<file path="config.mk">
export PLATFORM = sky130hd
export DESIGN_NAME = chunked_packet_framer
export DESIGN_NICKNAME = d
export VERILOG_FILES = /design/src/rtl/core/cpf_pkg.sv /design/src/rtl/core/cpf_div.sv /design/src/rtl/core/chunked_packet_framer.sv
export SDC_FILE = /design/constraint.sdc
export NUM_CORES = 1
export LEC_CHECK = 0
export BUFFER_PORTS_ARGS = -buffer_cell sky130_fd_sc_hd__buf_2
export CAP_MARGIN = 20
export CORE_MARGIN = 4
export CORE_UTILIZATION = 45
export CTS_BUF_LIST = sky130_fd_sc_hd__clkbuf_4
export DETAILED_ROUTE_END_ITERATION = 10
export PLACE_DENSITY = 0.63
export REMOVE_ABC_BUFFERS = 1
export SLEW_MARGIN = 15
export SYNTH_ARGS = -nofsm -noshare
export SYNTH_HDL_FRONTEND = slang
export SYNTH_SLANG_ARGS = --single-unit
</file>
<file path="constraint.sdc">
create_clock -name clk -period 5.1 [get_ports clk]
set_input_delay 0.51 -clock clk [delete_from_list [all_inputs] [get_ports clk]]
set_output_delay 0.51 -clock clk [all_outputs]
set_load 0.01 [all_outputs]
</file>
<file path="src/rtl/core/cpf_pkg.sv">
// Shared constants for the chunked packet framer.
`default_nettype none

package cpf_pkg;

    localparam int BYTE_W = 8;
    localparam int LEN_W  = 16;
    // Dividend of the packet-count division: length + payload - 1, one bit wider.
    localparam int DVD_W  = LEN_W + 1;
    localparam int CFG_IDX_W = 2;

    localparam logic [CFG_IDX_W-1:0] CFG_HEAD_BYTE   = 2'd0;
    localparam logic [CFG_IDX_W-1:0] CFG_TYPE_BYTE   = 2'd1;
    localparam logic [CFG_IDX_W-1:0] CFG_MAX_PAYLOAD = 2'd2;

    localparam logic [BYTE_W-1:0] HEAD_BYTE_RST   = 8'd170;
    localparam logic [BYTE_W-1:0] TYPE_BYTE_RST   = 8'd1;
    localparam logic [BYTE_W-1:0] MAX_PAYLOAD_RST = 8'd10;

endpackage

`default_nettype wire

</file>
<file path="src/rtl/core/cpf_div.sv">
// Iterative restoring divider: one quotient bit per cycle, computes the packet count.
`default_nettype none

module cpf_div
    import cpf_pkg::*;
(
    input  wire logic              clk,
    input  wire logic              rst_n,
    input  wire logic              start,
    input  wire logic [DVD_W-1:0]  dividend,
    input  wire logic [BYTE_W-1:0] divisor,
    output logic                   done,
    output logic [LEN_W-1:0]       quotient
);

    localparam int CNT_W = $clog2(DVD_W + 1);

    logic [BYTE_W-1:0] rem_reg;
    logic [BYTE_W-1:0] dvs_reg;
    logic [DVD_W-1:0]  q_reg;
    logic [CNT_W-1:0]  cnt_reg;
    logic              busy_reg;
    logic              done_reg;

    logic [BYTE_W:0]   rem_sh;
    logic              ge;
    logic [BYTE_W:0]   rem_next;

    // subtract/compare step
    always_comb
    begin
        rem_sh   = {rem_reg, q_reg[DVD_W-1]};
        ge       = (rem_sh >= {1'b0, dvs_reg});
        rem_next = ge ? (rem_sh - {1'b0, dvs_reg}) : rem_sh;
    end

    always_ff @(posedge clk or negedge rst_n)
    begin
        if (!rst_n)
        begin
            busy_reg <= 1'b0;
            done_reg <= 1'b0;
            cnt_reg  <= '0;
            rem_reg  <= '0;
            dvs_reg  <= '0;
            q_reg    <= '0;
        end
        else
        begin
            done_reg <= 1'b0;
            if (start)
            begin
                busy_reg <= 1'b1;
                cnt_reg  <= CNT_W'(DVD_W);
                rem_reg  <= '0;
                dvs_reg  <= divisor;
                q_reg    <= dividend;
            end
            else if (busy_reg)
            begin
                rem_reg <= rem_next[BYTE_W-1:0];
                q_reg   <= {q_reg[DVD_W-2:0], ge};
                cnt_reg <= cnt_reg - 1'b1;
                if (cnt_reg == CNT_W'(1))
                begin
                    busy_reg <= 1'b0;
                    done_reg <= 1'b1;
                end
            end
        end
    end

    assign done     = done_reg;
    assign quotient = q_reg[LEN_W-1:0];

endmodule

`default_nettype wire

</file>
<file path="src/rtl/core/chunked_packet_framer.sv">
// Chunked packet framer top level: byte sequencer, checksum and output register.
// First result is registered in the emit state after an accepted byte, then one result per
// cycle while the output is not stalled; the first byte of a message first waits for the
// bit-serial packet-count divider. A byte causes 1, 2, 10 or 11 results and input reopens
// once the last one is registered; the output register lets that input in while the last
// result waits. Reset (async, active low) restores config defaults, closes any message and
// empties the output register.
`default_nettype none

module chunked_packet_framer
    import cpf_pkg::*;
(
    input  wire logic                 clk,
    input  wire logic                 rst_n,
    input  wire logic                 s_axis_tvalid,
    output logic                      s_axis_tready,
    input  wire logic [23:0]          s_axis_tdata,  // [7:0] msg_byte, [23:8] msg_length
    output logic                      m_axis_tvalid,
    input  wire logic                 m_axis_tready,
    output logic [7:0]                m_axis_tdata,  // [7:0] out_byte
    output logic [1:0]                m_axis_tuser,  // [0] packet_end, [1] message_end
    output logic                      m_axis_tlast,  // run_last
    input  wire logic                 cfg_we,
    input  wire logic [CFG_IDX_W-1:0] cfg_index,
    input  wire logic [BYTE_W-1:0]    cfg_data
);

    typedef enum logic [1:0] {ST_IDLE, ST_DIV, ST_EMIT} state_t;
    typedef enum logic [3:0] {
        STEP_HEAD, STEP_TYPE, STEP_SEQ_HI, STEP_SEQ_LO, STEP_TOT_HI, STEP_TOT_LO,
        STEP_LEN_HI, STEP_LEN_LO, STEP_CHUNK, STEP_PAYLOAD, STEP_CSUM
    } step_t;

    logic [BYTE_W-1:0] head_byte_reg;
    logic [BYTE_W-1:0] type_byte_reg;
    logic [BYTE_W-1:0] max_payload_reg;

    state_t            state_reg;
    step_t             step_reg;
    logic              in_message_reg;
    logic [LEN_W-1:0]  seq_number_reg;
    logic [LEN_W-1:0]  packet_total_reg;
    logic [LEN_W-1:0]  length_held_reg;
    logic [LEN_W-1:0]  bytes_left_reg;
    logic [BYTE_W-1:0] chunk_left_reg;
    logic [BYTE_W-1:0] running_sum_reg;
    logic [BYTE_W-1:0] byte_reg;

    logic              m_tvalid_reg;
    logic [7:0]        m_tdata_reg;
    logic [1:0]        m_tuser_reg;
    logic              m_tlast_reg;

    logic [BYTE_W-1:0] msg_byte;
    logic [LEN_W-1:0]  msg_length;
    logic              in_accept;
    logic              div_start;
    logic              div_done;
    logic [LEN_W-1:0]  div_quot;
    logic [DVD_W-1:0]  div_dividend;
    logic [BYTE_W-1:0] eff_payload;
    logic [BYTE_W-1:0] chunk_size;
    logic              slot_free;
    logic              emit_fire;
    logic              chunk_ends;
    logic              pend;
    logic              mend;
    logic              run_last;
    logic [BYTE_W-1:0] emit_byte;

    assign msg_byte   = s_axis_tdata[7:0];
    assign msg_length = s_axis_tdata[23:8];

    assign s_axis_tready = (state_reg == ST_IDLE);
    assign in_accept     = s_axis_tvalid && s_axis_tready;
    assign div_start     = in_accept && !in_message_reg && (msg_length != '0);

    assign eff_payload  = (max_payload_reg == '0) ? BYTE_W'(1) : max_payload_reg;
    assign div_dividend = {1'b0, msg_length} + {{(DVD_W-BYTE_W){1'b0}}, eff_payload}
                          - DVD_W'(1);

    cpf_div u_div (
        .clk      (clk),
        .rst_n    (rst_n),
        .start    (div_start),
        .dividend (div_dividend),
        .divisor  (eff_payload),
        .done     (div_done),
        .quotient (div_quot)
    );

    always_comb
    begin
        chunk_size = (bytes_left_reg < {{(LEN_W-BYTE_W){1'b0}}, eff_payload})
                     ? bytes_left_reg[BYTE_W-1:0] : eff_payload;
        slot_free  = !m_tvalid_reg || m_axis_tready;
        emit_fire  = (state_reg == ST_EMIT) && slot_free;
        chunk_ends = (chunk_left_reg == BYTE_W'(1));
        pend       = (step_reg == STEP_CSUM);
        mend       = pend && (bytes_left_reg == '0);
        run_last   = pend || ((step_reg == STEP_PAYLOAD) && !chunk_ends);
        case (step_reg)
            STEP_HEAD:    emit_byte = head_byte_reg;
            STEP_TYPE:    emit_byte = type_byte_reg;
            STEP_SEQ_HI:  emit_byte = seq_number_reg[15:8];
            STEP_SEQ_LO:  emit_byte = seq_number_reg[7:0];
            STEP_TOT_HI:  emit_byte = packet_total_reg[15:8];
            STEP_TOT_LO:  emit_byte = packet_total_reg[7:0];
            STEP_LEN_HI:  emit_byte = length_held_reg[15:8];
            STEP_LEN_LO:  emit_byte = length_held_reg[7:0];
            STEP_CHUNK:   emit_byte = chunk_size;
            STEP_PAYLOAD: emit_byte = byte_reg;
            STEP_CSUM:    emit_byte = running_sum_reg;
            default:      emit_byte = '0;
        endcase
    end

    always_ff @(posedge clk or negedge rst_n)
    begin
        if (!rst_n)
        begin
            head_byte_reg   <= HEAD_BYTE_RST;
            type_byte_reg   <= TYPE_BYTE_RST;
            max_payload_reg <= MAX_PAYLOAD_RST;
        end
        else if (cfg_we)
        begin
            case (cfg_index)
                CFG_HEAD_BYTE:   head_byte_reg   <= cfg_data;
                CFG_TYPE_BYTE:   type_byte_reg   <= cfg_data;
                CFG_MAX_PAYLOAD: max_payload_reg <= cfg_data;
                default:         ;
            endcase
        end
    end

    always_ff @(posedge clk or negedge rst_n)
    begin
        if (!rst_n)
        begin
            state_reg        <= ST_IDLE;
            step_reg         <= STEP_HEAD;
            in_message_reg   <= 1'b0;
            seq_number_reg   <= '0;
            packet_total_reg <= '0;
            length_held_reg  <= '0;
            bytes_left_reg   <= '0;
            chunk_left_reg   <= '0;
            running_sum_reg  <= '0;
            byte_reg         <= '0;
            m_tvalid_reg     <= 1'b0;
            m_tdata_reg      <= '0;
            m_tuser_reg      <= '0;
            m_tlast_reg      <= 1'b0;
        end
        else
        begin
            if (m_axis_tready && !emit_fire)
            begin
                m_tvalid_reg <= 1'b0;
            end
            case (state_reg)
                ST_IDLE:
                begin
                    if (in_accept)
                    begin
                        byte_reg <= msg_byte;
                        if (!in_message_reg)
                        begin
                            // zero length drops the byte and stays idle
                            if (msg_length != '0)
                            begin
                                length_held_reg <= msg_length;
                                bytes_left_reg  <= msg_length;
                                seq_number_reg  <= '0;
                                chunk_left_reg  <= '0;
                                in_message_reg  <= 1'b1;
                                state_reg       <= ST_DIV;
                            end
                        end
                        else
                        begin
                            step_reg  <= (chunk_left_reg == '0) ? STEP_HEAD : STEP_PAYLOAD;
                            state_reg <= ST_EMIT;
                        end
                    end
                end
                ST_DIV:
                begin
                    if (div_done)
                    begin
                        packet_total_reg <= div_quot;
                        step_reg         <= STEP_HEAD;
                        state_reg        <= ST_EMIT;
                    end
                end
                ST_EMIT:
                begin
                    if (slot_free)
                    begin
                        m_tvalid_reg <= 1'b1;
                        m_tdata_reg  <= emit_byte;
                        m_tuser_reg  <= {mend, pend};
                        m_tlast_reg  <= run_last;
                        step_reg     <= step_t'(step_reg + 4'd1);
                        case (step_reg)
                            STEP_HEAD:
                            begin
                                running_sum_reg <= '0;
                            end
                            STEP_PAYLOAD:
                            begin
                                running_sum_reg <= running_sum_reg + emit_byte;
                                chunk_left_reg  <= chunk_left_reg - 1'b1;
                                bytes_left_reg  <= bytes_left_reg - 1'b1;
                                if (!chunk_ends)
                                begin
                                    state_reg <= ST_IDLE;
                                end
                            end
                            STEP_CSUM:
                            begin
                                state_reg <= ST_IDLE;
                                if (bytes_left_reg == '0)
                                begin
                                    in_message_reg <= 1'b0;
                                end
                                else
                                begin
                                    seq_number_reg <= seq_number_reg + 1'b1;
                                end
                            end
                            default:
                            begin
                                running_sum_reg <= running_sum_reg + emit_byte;
                                if (step_reg == STEP_CHUNK)
                                begin
                                    chunk_left_reg <= chunk_size;
                                end
                            end
                        endcase
                    end
                end
                default:
                begin
                    state_reg <= ST_IDLE;
                end
            endcase
        end
    end

    assign m_axis_tvalid = m_tvalid_reg;
    assign m_axis_tdata  = m_tdata_reg;
    assign m_axis_tuser  = m_tuser_reg;
    assign m_axis_tlast  = m_tlast_reg;

    // a message end is always a packet end and closes the run
    a_mend_is_pend: assert property (@(posedge clk) disable iff (!rst_n)
        (m_axis_tvalid && m_axis_tuser[1]) |-> (m_axis_tuser[0] && m_axis_tlast))
        else $error("message_end without packet_end or tlast");

    // divider finishes only while the sequencer waits on it
    a_div_done_state: assert property (@(posedge clk) disable iff (!rst_n)
        div_done |-> (state_reg == ST_DIV))
        else $error("divider done outside of count phase");

    // no partial chunk outside an open message
    a_idle_no_chunk: assert property (@(posedge clk) disable iff (!rst_n)
        !in_message_reg |-> (chunk_left_reg == '0))
        else $error("chunk count left over with no open message");

    // a payload byte is emitted only with a nonzero chunk count
    a_payload_chunk: assert property (@(posedge clk) disable iff (!rst_n)
        (state_reg == ST_EMIT && step_reg == STEP_PAYLOAD) |-> (chunk_left_reg != '0))
        else $error("payload step with empty chunk");

endmodule

`default_nettype wire

</file>
# Yosys cells after proc, flatten, opt, wreduce, memory -nomap -nowiden
# Cells that the tools add are included.
# op_classes
add_sub_neg	9
magnitude_cmp	2
eq_ne	31
n_mux	61
bitwise	2
reduce_logical	38
# ops
cell	count
2-to-1 mux 16 bit	11
case mux 8 bit (11 select lines)	1
2-to-1 mux 8 bit	10
case mux 16 bit (2 select lines)	2
case mux 8 bit (2 select lines)	3
2-to-1 mux 17 bit	2
2-to-1 mux 4 bit	5
adder 16 x 8 -> 17 bit	1
subtractor 17 x 1 -> 17 bit, second input constant	1
adder 16 x 1 -> 16 bit, second input constant	1
== test 4 x 3 -> 1 bit, second input constant	4
zero test 16 bit	1
zero test 8 bit	2
less-than comparator 16 x 8 -> 1 bit	1
nonzero test 16 bit	1
subtractor 16 x 1 -> 16 bit, second input constant	1
2-to-1 mux 1 bit	15
AND reduction 7 bit	2
== test 4 bit, second input constant	3
2-to-1 mux 2 bit	6
!= test 2 x 1 -> 1 bit, second input constant	6
case mux 4 bit (3 select lines)	1
AND reduction 2 bit	6
AND reduction 6 bit	2
32 further kinds	55
# totals
register_bits	171
input_bits	39

# Depth between registers and ports, before layout
# depth
depth_word	8
ltp_mapped	16
depth_no_buf	16

# Hierarchy
# From an unflattened synthesis, not the netlist that was laid out.
# unflattened
cells_unflattened	1096
hier_area_um2	10491.3
# modules_own_cells
module	instances	cells_per_inst	area_per_inst_um2
chunked_packet_framer	1	846	8149.1
cpf_div	1	250	2342.2

# Least setup slack after synthesis
# OpenSTA, ideal clock, no wires.
# synth_path
path_type	register -> register
startpoint	register max_payload_reg[5]
endpoint	register running_sum_reg[7]
t_arrival_ns	3.557
slack_ns	1.456
stages_incl_launch_ff	15
path_buffers	0
cell_sequence	dfrtp_1 -> or4_1 -> nand3b_4 -> a221oi_2 -> o21ai_2 -> mux2i_1 -> o21ai_0 -> ha_1 -> a21o_1 -> a21oi_1 -> o21ai_0 -> o41ai_1 -> and3_1 -> mux2i_1 -> o211ai_1
# synth_via
elab_chain_len	7
# synth_lines
element	line	rtl
from (decl)	chunked_packet_framer.sv:36	logic [BYTE_W-1:0] max_payload_reg;
from (signal assigned)	chunked_packet_framer.sv:131	CFG_MAX_PAYLOAD: max_payload_reg <= cfg_data;
zero test 8 bit	chunked_packet_framer.sv:78	assign eff_payload = (max_payload_reg == '0) ? BYTE_W'(1) : max_payload_reg;
2-to-1 mux 8 bit (*)	chunked_packet_framer.sv:78	
less-than comparator 16 x 8 -> 1 bit	chunked_packet_framer.sv:94	chunk_size = (bytes_left_reg < {{(LEN_W-BYTE_W){1'b0}}, eff_payload})
2-to-1 mux 8 bit (*)	chunked_packet_framer.sv:95	? bytes_left_reg[BYTE_W-1:0] : eff_payload;
case mux 8 bit (11 select lines) (*)	chunked_packet_framer.sv:102	case (step_reg)
named net emit_byte[1]	chunked_packet_framer.sv:69	logic [BYTE_W-1:0] emit_byte;
adder 8 bit (*)	chunked_packet_framer.sv:213, chunked_packet_framer.sv:235	
case mux 8 bit (2 select lines) (*)	chunked_packet_framer.sv:206	case (step_reg)
to (signal assigned)	chunked_packet_framer.sv:213	running_sum_reg <= running_sum_reg + emit_byte;
to (signal assigned)	chunked_packet_framer.sv:235	running_sum_reg <= running_sum_reg + emit_byte;
to (decl)	chunked_packet_framer.sv:46	logic [BYTE_W-1:0] running_sum_reg;
# The timed path passes the listed nets; every way through them passes the cells marked *.
# A chain may end at the register's enable or synchronous reset.

# Worst setup path in the final report
# layout_path
startpoint	register max_payload_reg[6]
endpoint	register running_sum_reg[7]
# Same word-level chain as after synthesis.

==> flow_metrics.env <==
export IMPL_via_count=8315
export IMPL_p_leak_uw=0.00505
export IMPL_synth_async_sr_flop_share_pct=100
export IMPL_critical_path_startpoint="max_payload_reg[6]$_DFFE_PN0P_"
export IMPL_post_synth_xor_area_fraction_pct=2.73
export IMPL_critical_path_reg2reg_endpoint="running_sum_reg[7]$_DFFE_PN0P_"
export IMPL_synth_compound_area_share_pct=19.6
export IMPL_seq_area_frac_synth_pct=41.8
export IMPL_final_period_minus_worst_setup_slack_ns=4.18
export IMPL_switching_share_pct=46.5
export IMPL_critical_path_required_ns=5.64
export IMPL_placement_rows=54
export IMPL_drt_antenna_violating_nets=0
export IMPL_synth_simple_area_share_pct=14.3
export IMPL_tritoncts_num_buffers=17
export IMPL_r2r_slack_ns=0.92
export IMPL_grt_max_degree=111
export IMPL_setup_worst_path_end="running_sum_reg[7]$_DFFE_PN0P_"
export IMPL_grt_pass1_wl_mm=46.0
export IMPL_tritoncts_clock_tree="yes"
export IMPL_slew_viol_final=0
export IMPL_final_period_utilization_pct=81.9
export IMPL_cts_root_buffer="sky130_fd_sc_hd__clkbuf_4"
export IMPL_core_region_area_um2=22200
export IMPL_clock_transition_at_the_register_clock_pins_on_the_worst_setup_and_hold_paths_after_cts_ns=0.18
export IMPL_fin_tns_setup_ns=0
export IMPL_number_of_enable_flip_flop_cells_after_synthesis=0
export IMPL_synth_distinct_cells=79
export IMPL_clock_path_buffers=2
export IMPL_power_share_clock_pct=12.9
export IMPL_layout_area_overhead_vs_synth_pct=8.25
export IMPL_viasPerCell=5.92
export IMPL_drv_max_cap_violation_count=0
export IMPL_run_status="complete, no violations"
export IMPL_die_span_in_x_um=159
export IMPL_critical_path_cell_chain="inv_1 -> ha_1 -> a21oi_1 -> nand2_1 -> a2111oi_4 -> o21ai_2 -> mux2i_1 -> o21ai_0 -> ha_1 -> a21o_1 -> a21oi_1 -> o21ai_0 -> o41ai_1 -> and3_1 -> mux2i_1 -> o211ai_1"
export IMPL_cts_hold_repair_buffers=1
export IMPL_detail_route_wl_per_cell_um=20.3
export IMPL_worstSkewPairLatency_ns=0.61
export IMPL_yosysWarnings=0
export IMPL_critPathKind="flip-flop to flip-flop"
export IMPL_cts_sink_count=171
export IMPL_power_frac_comb_pct=51.1
export IMPL_synthesis_area_per_instance_um2=9.52
export IMPL_postCtsSetupBuffers=0
export IMPL_synth_adder_area_share_pct=8.26
export IMPL_kind_of_capture_point_of_the_worst_setup_path="flip-flop"
export IMPL_fin_skew_ns=0.0361
export IMPL_globalRouteOverflowTotal=0
export IMPL_hold_path_startpoint="s_axis_tdata[4]"
export IMPL_port_buffer_count=51
export IMPL_setup_repair_after_global_routing_missed_its_margin="false"
export IMPL_cp_slowest_cell="sky130_fd_sc_hd__o41ai_1"
export IMPL_start_util_pct=46.3
export IMPL_largest_family_of_logic_cells_by_synthesized_area="compound AO/OA/AOI/OAI gates"
export IMPL_synth_mux_area_share_pct=8.51
export IMPL_grt_util_all_layers_pct=22.7
export IMPL_drtIter0Drc=652
export IMPL_ys_ff_latch=171
export IMPL_synth_main_ff_cell="sky130_fd_sc_hd__dfrtp_1"
export IMPL_via_count_of_the_first_global_routing_pass=8090
export IMPL_largest_reg_flops=17
export IMPL_top_level_ports=52
export IMPL_final_layout_size_suffix_gt1_share_pct=15.9
export IMPL_final_hold_viol_count=0
export IMPL_power_frac_seq_pct=35.9
export IMPL_power_per_cell_area_nw_per_um2=575
export IMPL_floorplan_die_area_um2=25300
export IMPL_p_int_uw=3420
export IMPL_top_fanout_value_on_the_critical_path=5
export IMPL_startpoint_type="flip-flop"
export IMPL_critical_path_arrival_ns=4.71
export IMPL_drt_wl_total_mm=28.6
export IMPL_die_y_um=159
export IMPL_fmaxAchievable_mhz=239
export IMPL_p_sw_uw=2970
export IMPL_htreeDepth=4
export IMPL_drcViolationCount=0
export IMPL_place_detailed_hpwl_mm=21.3
export IMPL_num_nets_final=1216
export IMPL_detailedRoute_firstPassIterationCount=6
export IMPL_grt_antenna_before_repair=1
export IMPL_worst_slew_pin_transition_ns=0.962
export IMPL_finalWeightedCongestion=0.930
export IMPL_post_synth_instance_area_um2=10300
export IMPL_peakVddDrop_uv=187
export IMPL_slew_headroom_pct=34.9
export IMPL_finalSetupViolations=0
export IMPL_rr_worst_depth=16
export IMPL_syn_instance_count=1078
export IMPL_cpPeakStageDelay_ns=0.50
export IMPL_post_cts_resized=0
export IMPL_final_hold_worst_slack_ns=0.109
export IMPL_crit_reg2reg_launch="max_payload_reg[6]$_DFFE_PN0P_"
export IMPL_min_delay_path_class="input pin to flip-flop"
## critical path, delay by kind of cell, from the launching register on
kind            cells  cell delay (ns)
compound gates      9             2.34
fa+ha+maj           2             0.66
buf+inv             1             0.09
flops               1             0.44
mux                 2             0.25
simple gates        2             0.33
## cells by family (layout without fill, tap and decap cells)
logic type / Yosys count / in the layout
compound gates: 304 / 304
simple gates: 302 / 302
flops: 171 / 171
buf+inv: 123 / 169
mux: 80 / 80
fa+ha+maj: 66 / 66
xor+xnor: 32 / 32
other cells: 0 / 1
## cells in the mapped netlist, types with 5 or more instances
| library cell | instances | share of area [%] |
|---|---|---|
| sky130_fd_sc_hd__dfrtp_1 | 164 | 40 |
| sky130_fd_sc_hd__nand2_1 | 110 | 4.0 |
| sky130_fd_sc_hd__o21ai_0 | 88 | 4.3 |
| sky130_fd_sc_hd__inv_1 | 71 | 2.6 |
| sky130_fd_sc_hd__a21oi_1 | 64 | 3.1 |
| sky130_fd_sc_hd__ha_1 | 63 | 7.7 |
| sky130_fd_sc_hd__mux2_2 | 58 | 6.4 |
| sky130_fd_sc_hd__nor2_1 | 57 | 2.1 |
| sky130_fd_sc_hd__clkbuf_1 | 39 | 1.4 |
| sky130_fd_sc_hd__nand3_1 | 23 | 1.1 |
| sky130_fd_sc_hd__nor3_1 | 23 | 1.1 |
| sky130_fd_sc_hd__mux2i_1 | 22 | 2.1 |
| sky130_fd_sc_hd__xnor2_1 | 18 | 1.5 |
| sky130_fd_sc_hd__a22o_1 | 17 | 1.5 |
| sky130_fd_sc_hd__a211oi_1 | 15 | 1.1 |
| sky130_fd_sc_hd__a21o_1 | 15 | 1.1 |
| sky130_fd_sc_hd__nor2b_1 | 15 | 0.91 |
| sky130_fd_sc_hd__xor2_1 | 14 | 1.2 |
| sky130_fd_sc_hd__a22oi_1 | 13 | 0.95 |
| sky130_fd_sc_hd__nand4_1 | 11 | 0.67 |
| sky130_fd_sc_hd__nand2b_1 | 10 | 0.61 |
| sky130_fd_sc_hd__o21a_1 | 9 | 0.66 |
| sky130_fd_sc_hd__o22ai_1 | 9 | 0.55 |
| sky130_fd_sc_hd__or3_1 | 9 | 0.55 |
| sky130_fd_sc_hd__a31oi_1 | 8 | 0.49 |
| sky130_fd_sc_hd__and3_1 | 8 | 0.49 |
| sky130_fd_sc_hd__dfstp_2 | 7 | 1.8 |
| sky130_fd_sc_hd__a222oi_1 | 6 | 0.59 |
| sky130_fd_sc_hd__and2_1 | 5 | 0.30 |
| sky130_fd_sc_hd__nor4_1 | 5 | 0.30 |
| sky130_fd_sc_hd__o211ai_1 | 5 | 0.37 |
| sky130_fd_sc_hd__o21bai_1 | 5 | 0.37 |
| sky130_fd_sc_hd__o22a_1 | 5 | 0.43 |
## cell type report
| type | instances | area (um2) |
|---|---|---|
| Fill cell | 2078 | 11000 |
| Clock inverter | 15 | 174 |
| Clock buffer | 17 | 128 |
| Inverter | 72 | 270 |
| Antenna cell | 1 | 2.50 |
| Timing Repair Buffer | 65 | 402 |
| Tap cell | 280 | 350 |
| Sequential cell | 171 | 4290 |
| Multi-Input combinational cell | 784 | 5500 |
## per-layer routing
metal / routed length [um] / global-route usage (%) / up-vias
met5: 0 / 0 / -
met4: 604 / 6.15 / 0
met3: 1590 / 3.91 / 36
met2: 13000 / 34.7 / 247
met1: 13300 / 33.3 / 4072
li1: - / - / 3960
## stage by stage
| step | setup WS (ns) | cell area (um2) | util [%] | total power, uW | std cells |
|---|---|---|---|---|---|
| floorplan | 0.951 | 10000 | - | 4590 | 1027 |
| global placement | 1.05 | 10800 | 48.6 | 5480 | 1370 |
| detailed placement | 1.01 | 10800 | 48.6 | 5560 | 1370 |
| CTS | 0.953 | 11100 | 50.0 | 6380 | 1403 |
| global route | 0.540 | 11100 | 50.1 | 6950 | 1405 |
| finish | 0.924 | 11100 | 50.1 | 6390 | 1405 |
## power by group through the flow
| stage | registers [uW] | logic [uW] | clock network (uW) |
|---|---|---|---|
| finish | 2300 | 3270 | 825 |
| detailed placement | 2320 | 3240 | 0 |
| CTS | 2290 | 3250 | 843 |
| global placement | 2310 | 3170 | 0 |
| global route | 2360 | 3680 | 903 |
| floorplan | 2220 | 2370 | 0 |
## layout by cell type (no fill, tap or decap), types with 6 or more instances in the layout
master	count
sky130_fd_sc_hd__a211oi_1	15
sky130_fd_sc_hd__a21o_1	15
sky130_fd_sc_hd__a21oi_1	64
sky130_fd_sc_hd__a222oi_1	6
sky130_fd_sc_hd__a22o_1	17
sky130_fd_sc_hd__a22oi_1	13
sky130_fd_sc_hd__a31oi_1	8
sky130_fd_sc_hd__and3_1	8
sky130_fd_sc_hd__buf_2	50
sky130_fd_sc_hd__buf_4	11
sky130_fd_sc_hd__clkbuf_4	17
sky130_fd_sc_hd__dfrtp_1	164
sky130_fd_sc_hd__dfstp_2	7
sky130_fd_sc_hd__ha_1	62
sky130_fd_sc_hd__inv_1	71
sky130_fd_sc_hd__mux2_2	58
sky130_fd_sc_hd__mux2i_1	22
sky130_fd_sc_hd__nand2_1	110
sky130_fd_sc_hd__nand2b_1	10
sky130_fd_sc_hd__nand3_1	23
sky130_fd_sc_hd__nand4_1	11
sky130_fd_sc_hd__nor2_1	57
sky130_fd_sc_hd__nor2b_1	15
sky130_fd_sc_hd__nor3_1	22
sky130_fd_sc_hd__o21a_1	9
sky130_fd_sc_hd__o21ai_0	88
sky130_fd_sc_hd__o22ai_1	9
sky130_fd_sc_hd__or3_1	9
sky130_fd_sc_hd__xnor2_1	18
sky130_fd_sc_hd__xor2_1	14
## worst min path at each step
stage | to | slack (ns) | depth (start not counted)
floorplan | byte_reg[0]$_DFFE_PN0P_ | 0.21 | 0
global placement | m_axis_tuser[0]$_DFFE_PN0P_ | 0.46 | 2
detailed placement | m_axis_tuser[1]$_DFFE_PN0P_ | 0.47 | 2
CTS | byte_reg[4]$_DFFE_PN0P_ | 0.07 | 2
global route | byte_reg[7]$_DFFE_PN0P_ | 0.06 | 2
finish | byte_reg[4]$_DFFE_PN0P_ | 0.11 | 2
No activity file was read; power rests on OpenSTA's default activity.
